===== config.mk =====
export PLATFORM = sky130hd
export DESIGN_NAME = uvs_div
export DESIGN_NICKNAME = d
export VERILOG_FILES = /design/src/design/uvs_pkg.sv /design/src/design/uvs_div.sv
export SDC_FILE = /design/constraint.sdc
export NUM_CORES = 1
export LEC_CHECK = 0
export BUFFER_PORTS_ARGS = -buffer_cell sky130_fd_sc_hd__buf_2
export CORE_MARGIN = 2
export CORE_UTILIZATION = 40
export DETAILED_ROUTE_END_ITERATION = 6
export PLACE_DENSITY = 0.51
export REMOVE_ABC_BUFFERS = 1
export SYNTH_ARGS = -nofsm -noshare
export SYNTH_HDL_FRONTEND = slang
export SYNTH_SLANG_ARGS = --single-unit

===== constraint.sdc =====
create_clock -name clk_i -period 9.5 [get_ports clk_i]
set_input_delay 1.425 -clock clk_i [delete_from_list [all_inputs] [get_ports clk_i]]
set_output_delay 1.425 -clock clk_i [all_outputs]
set_load 0.005 [all_outputs]

===== src/design/uvs_pkg.sv =====
// uvs_pkg: shared types, constants and helpers of the UV sphere vertex core.
// Standalone package; used by uvs_div, uvs_sin and the top level.
package uvs_pkg;

  localparam int unsigned MAX_SEGMENTS_DEF = 255;

  localparam int unsigned CNT_W   = 8;
  localparam int unsigned RAD_W   = 16;
  localparam int unsigned CFG_W   = 16;
  localparam int unsigned IDX_W   = 8;
  localparam int unsigned Q15_W   = 16;
  localparam int unsigned POS_W   = 24;
  localparam int unsigned PH_W    = 20;

  // divider: numerator, divisor, remainder, quotient widths
  localparam int unsigned NUM_W   = 29;
  localparam int unsigned DEN_W   = 9;
  localparam int unsigned REM_W   = 10;
  localparam int unsigned QUO_W   = 21;

  localparam int unsigned DIV_LAT  = QUO_W;
  localparam int unsigned SIN_LAT  = 22;
  localparam int unsigned POST_LAT = 3;
  localparam int unsigned PIPE_DEPTH = DIV_LAT + SIN_LAT + POST_LAT;

  // pi in Q32, split at bit 17
  localparam logic [16:0] PI_HI = 17'd102943;
  localparam logic [16:0] PI_LO = 17'd92809;

  localparam int unsigned N_TERMS = 5;
  localparam logic [6:0]  TERM_K [N_TERMS] = '{7'd110, 7'd72, 7'd42, 7'd20, 7'd6};
  // floor(2^32 / k)
  localparam logic [29:0] TERM_M [N_TERMS] =
    '{30'd39045157, 30'd59652323, 30'd102261126, 30'd214748364, 30'd715827882};

  localparam logic [30:0] ONE_Q30 = 31'h4000_0000;

  typedef enum logic [1:0] {
    CFG_RING   = 2'd0,
    CFG_STACK  = 2'd1,
    CFG_RADIUS = 2'd2
  } cfg_idx_e;

  typedef struct packed {
    logic signed [Q15_W-1:0] bitangent_z;
    logic signed [Q15_W-1:0] bitangent_y;
    logic signed [Q15_W-1:0] bitangent_x;
    logic signed [Q15_W-1:0] tangent_y;
    logic signed [Q15_W-1:0] tangent_x;
    logic signed [Q15_W-1:0] normal_z;
    logic signed [Q15_W-1:0] normal_y;
    logic signed [Q15_W-1:0] normal_x;
    logic signed [POS_W-1:0] pos_z;
    logic signed [POS_W-1:0] pos_y;
    logic signed [POS_W-1:0] pos_x;
  } vtx_t;

  function automatic logic [14:0] abs15(logic signed [Q15_W-1:0] a);
    logic signed [Q15_W-1:0] n;
    n = -a;
    return a[Q15_W-1] ? n[14:0] : a[14:0];
  endfunction

  function automatic logic signed [Q15_W-1:0] apply_sign(logic [14:0] m, logic neg);
    logic signed [Q15_W-1:0] v;
    v = {1'b0, m};
    return neg ? -v : v;
  endfunction

  // Q1.15 product of two magnitudes with rounding
  function automatic logic [14:0] rnd_q15(logic [29:0] p);
    logic [30:0] s;
    s = {1'b0, p} + 31'd16384;
    return s[29:15];
  endfunction

endpackage


===== src/design/uvs_div.sv =====
// uvs_div: pipelined restoring divider, one quotient bit per stage.
// Uses uvs_pkg widths; divisor is held stable by the caller.
module uvs_div import uvs_pkg::*; (
  input  logic             clk_i,
  input  logic             en_i,
  input  logic [NUM_W-1:0] num_i,
  input  logic [DEN_W-1:0] den_i,
  output logic [QUO_W-1:0] quo_o
);

  logic [REM_W-1:0] rem_q [QUO_W];
  logic [REM_W-1:0] rem_d [QUO_W];
  logic [QUO_W-1:0] low_q [QUO_W];
  logic [QUO_W-1:0] low_d [QUO_W];
  logic [QUO_W-1:0] quo_q [QUO_W];
  logic [QUO_W-1:0] quo_d [QUO_W];

  always_comb begin
    logic [REM_W-1:0] r_in;
    logic [QUO_W-1:0] l_in;
    logic [QUO_W-1:0] q_in;
    logic [REM_W-1:0] t;
    for (int i = 0; i < QUO_W; i++) begin
      if (i == 0) begin
        r_in = {{(REM_W-(NUM_W-QUO_W)){1'b0}}, num_i[NUM_W-1:QUO_W]};
        l_in = num_i[QUO_W-1:0];
        q_in = '0;
      end else begin
        r_in = rem_q[i-1];
        l_in = low_q[i-1];
        q_in = quo_q[i-1];
      end
      t = {r_in[REM_W-2:0], l_in[QUO_W-1]};
      if (t >= {1'b0, den_i}) begin
        rem_d[i] = t - {1'b0, den_i};
        quo_d[i] = {q_in[QUO_W-2:0], 1'b1};
      end else begin
        rem_d[i] = t;
        quo_d[i] = {q_in[QUO_W-2:0], 1'b0};
      end
      low_d[i] = {l_in[QUO_W-2:0], 1'b0};
    end
  end

  always_ff @(posedge clk_i) begin
    if (en_i) begin
      for (int i = 0; i < QUO_W; i++) begin
        rem_q[i] <= rem_d[i];
        low_q[i] <= low_d[i];
        quo_q[i] <= quo_d[i];
      end
    end
  end

  assign quo_o = quo_q[QUO_W-1];

endmodule


* Yosys cells after proc, flatten, opt, wreduce, memory -nomap -nowiden
Memories as Yosys holds them, arrays and structs flattened.
Cells that the tools add are included.
** Word-level totals
- Register bits after elaboration :: 0
- Bits in latches :: 0
- Memory bits (writable) :: 1071
- Memory bits (read-only) :: 0
- Bits of input ports :: 40
- Output and inout port bits :: 21
- Logic and storage cells :: 89
- Memories :: 3
** Memories
- quo_q :: words 21, width 21, read ports 21, clocked after memory_dff 0, write ports 21, RTL line uvs_div.sv:15 : logic [QUO_W-1:0] quo_q [QUO_W];
- low_q :: words 21, width 20, read ports 20, clocked after memory_dff 0, write ports 21, RTL line uvs_div.sv:13 : logic [QUO_W-1:0] low_q [QUO_W];
- rem_q :: words 21, width 10, read ports 20, clocked after memory_dff 0, write ports 21, RTL line uvs_div.sv:11 : logic [REM_W-1:0] rem_q [QUO_W];
** Cells by class
- $add $sub $neg :: 21
- $mul :: 0
- Div/mod/pow operators :: 0
- Order comparisons :: 21
- Equal/unequal tests :: 0
- Shift operators :: 0
- Muxes and demuxes :: 44
- Bitwise logic cells :: 0
- Reductions and logical operators :: 0
** Operators with widths (count)
- $mux 10 :: 21
- $ge 10x9->1 :: 20
- $sub 10x9->10 :: 20
- $mux 1 :: 23
- $sub 9x9->10 :: 1
- $ge 9x9->1 :: 1

* Depth between registers and ports, before layout
An unclocked memory read counts as a cell.
- Word-level depth :: 3
- Gate-level depth with buffers :: 11
- Mapped depth without buffers :: 10

* Worst setup path after synthesis
OpenSTA, ideal clock, no wires.
- Kind :: input -> register
- Start :: input port den_i[1]
- End :: memory rem_q[9][1], in the netlist rem_q[2][11], data pin
- Setup time :: 0.260 ns
- Arrival :: 4.151 ns
- Required time :: 9.240 ns
- Setup slack :: 5.089 ns
- Stages :: 8
- Buffers on the path :: 1
- Cells stage by stage :: inv_1 > ha_1 > nand4_1 > o31ai_1 > a211o_1 > or2_1 > buf_6 > mux2_4
** RTL lines
- from (decl) :: RTL line uvs_div.sv:7 : input logic [DEN_W-1:0] den_i,
- to (decl) :: RTL line uvs_div.sv:11

==> metrics.cfg <==
[die]
die_x_um=274
die_area_um2=74800
initial_core_util_pct=40.5
row_count=98
die_h_um=274
core-area_um2=71700
ioPinCount=61

[finish]
mostFrequentLayoutCells=edfxtp_1 (621), ha_1 (189), a21oi_1 (130), inv_1 (125), mux2_2 (101)
final_common_cell=edfxtp_1
nets=2332
layout-drive-gt1-share_pct=15.0
antenna_cells=0
area_delta_synth_final_pct=13.2

[timing]
skew_ns=0.0217
rsz0062_at_grt=false
tns_ns=0
max_slew.worst_pin.slew_ns=1.03
hold_violations=0
setup_violations=0
max_freq_mhz=259
relSlewSlack_pct=31.1
final_max_slew_viol_count=0
fin_crit_ns=3.87
timing.final.crit_share_pct=40.7

[setup_path]
setup.worst_path.end=rem_q[1][3]
critical-path-top-delay-family=buffers and inverters
ff2ff_setup_slack_ns=6.80
path_max_fanout=21
path_cells=buf_2 -> ha_1 -> inv_1 -> fa_1 -> a21oi_1 -> o211ai_1 -> and3_1 -> nand2b_1 -> mux2_2
endpoint_kind=register
path_buf_inv=2
r2r_start=rem_q[2][33]
crit_path_max_incr_delay_ns=0.66
crit_required_ns=9.85
cp-startpoint=den_i[0]
cp.arrival_ns=4.22
path_depth=9
slowest_stage=buf_2
r2r_end=rem_q[3][3]
ff2ff_path_depth=6
critPathKind=input pin to register
worstSetupStartpointType=input pin

[clocking]
cts_resized=0
cts_setup_buffers=0
cts_tree=done
path_clk_slew_ns=0.06
cts.sinks=621
cts_buffer_depth=3
cts_buffers=72
cts-root-buf=clkbuf_16
htree_levels=3
clock_latency_ns=0.61
holdBufCountCts=0

[grt]
grt_antenna_before_repair=0
grt_pass1_wl_um=88100
grt_pass1_vias=16287
grt.total_usage_pct=14.9
grt_max_degree=179
grt_overflow=0

[route]
wire_per_inst_um=17.8
drc_errors=0
postRouteAntennaNets=0
drt_wl_total_um=55100
firstDrtPassIters=5
via_per_inst=5.27
drt_iter0_markers=868
vias=16269

[synthesis]
syn_area_per_cell_um2=14.8
async_reset_ff_share_pct=0
yosys_warnings=0
ys_seq_area_share_pct=64.2
netlist_area_um2=29100
synth_edf_count=621
netlist_instances=1960
synth-seq-cells=621
synth_ff_type=edfxtp_1
synth_cell_types=66

[placement]
hpwlAfterDp_um=34100
gp_congestion=0.823
io_buffers=60

[power_and_ir_drop]
powerDensity_nw_per_um2=310
p_leak_uw=0.0123
ir_drop_mv=0.134
power.total_uw=10200

[flow_run]
drv_cap=0

[min_path]
hold_class=register to register

[status]
outcome=complete, no violations

-- power by group --
group	switching, µW	internal (µW)	total (µW)	leakage [µW]
Clock	1100	1670	2770	0.00116
Combinational	1780	1580	3360	0.00508
Sequential	288	3790	4080	0.00605
-- Yosys cell counts, types with 4 or more instances --
cell type	count	share of area, %
a41oi_1	4	0.12
o21ai_0	28	0.48
a21oi_1	130	2.2
buf_2	8	0.14
inv_1	133	1.7
nand3_1	28	0.48
mux2_1	12	0.46
fa_1	20	1.4
nand2b_1	5	0.11
o2111ai_1	9	0.27
o21bai_1	6	0.15
o311ai_0	6	0.18
a21o_1	58	1.5
mux2_2	101	3.9
nor2b_1	18	0.39
o32ai_1	8	0.24
and3_1	22	0.47
o22ai_1	8	0.17
a2111oi_0	9	0.27
xor2_1	11	0.33
o211ai_1	20	0.52
edfxtp_1	621	64
nor2_1	67	0.87
xnor2_1	68	2.0
o31ai_1	15	0.39
nand2_1	66	0.85
mux2_4	10	0.52
ha_1	189	8.1
a31oi_1	20	0.43
buf_6	5	0.19
a221oi_1	20	0.60
nor3_1	54	0.93
o31ai_4	7	0.51
nand3b_1	12	0.31
a211o_1	12	0.36
o21a_1	28	0.72
a21oi_2	4	0.12
or4_1	8	0.21
mux2i_1	26	0.90
a21boi_0	31	0.80
nand4_1	16	0.34
-- layer usage --
| layer | up-vias | part of all wire, % | global-route usage [%] |
|---|---|---|---|
| met4 | 0 | 3.2 | 5.35 |
| li1 | 7930 | - | - |
| met3 | 127 | 3.7 | 2.99 |
| met5 | - | 0 | 0 |
| met2 | 294 | 48 | 24.4 |
| met1 | 7918 | 46 | 19.8 |
-- cell type report --
class / count / area, µm²
Multi-Input combinational cell: 1186 / 9780
Fill cell: 6350 / 38800
Clock inverter: 44 / 420
Sequential cell: 621 / 18600
Inverter: 136 / 510
Tap cell: 950 / 1190
Clock buffer: 87 / 1960
Timing Repair Buffer: 66 / 393
-- worst reg2reg max path: stages, from the launching register on --
cell      delay (ns)
edfxtp_1        0.45
ha_1            0.43
nand2_1         0.13
o311ai_0        0.46
o31a_2          0.30
or2_1           0.31
mux2_1          0.37
-- kinds of logic (layout without fill, tap and decap cells) --
logic type	count (synthesis)	count (layout)	synth area share (%)
AOI/OAI and AO/OA	439	439	10.6
xor gates and xnor gates	79	79	2.38
adders and majority gates	209	209	9.51
buffers and inverters	153	333	2.18
DFF	621	621	64.2
muxes	149	149	5.79
and+or+nand+nor	310	310	5.34
-- worst min-delay path by stage --
stage / startpoint / to / slack (ns) / cells after the start
floorplan: low_q[0][0] / low_q[0][21] / 0.40 / 0
global placement: low_q[2][77] / low_q[3][18] / 0.40 / 0
detailed placement: low_q[0][17] / low_q[0][38] / 0.40 / 0
CTS: low_q[2][18] / low_q[2][39] / 0.40 / 0
global route: low_q[1][77] / low_q[2][18] / 0.42 / 0
finish: quo_q[0][63] / quo_q[0][85] / 0.40 / 0
-- registers in the layout, summed over array words and instances, names as in the netlist --
name	count
rem_q	180
quo_q	231
low_q	210
-- metrics by stage --
stage | setup WS [ns] | cells | hold WS, ns | area (µm²) | util [%]
finish | 5.63 | 3090 | 0.400 | 32900 | 45.9
global route | 5.47 | 3090 | 0.420 | 32900 | 45.9
CTS | 5.61 | 3090 | 0.398 | 32900 | 45.9
detailed placement | 4.95 | 2959 | 0.405 | 30500 | 42.5
global placement | 5.03 | 2959 | 0.400 | 30500 | 42.5
floorplan | 5.06 | 1943 | 0.400 | 28900 | -
No activity file was read; power rests on OpenSTA's default activity.
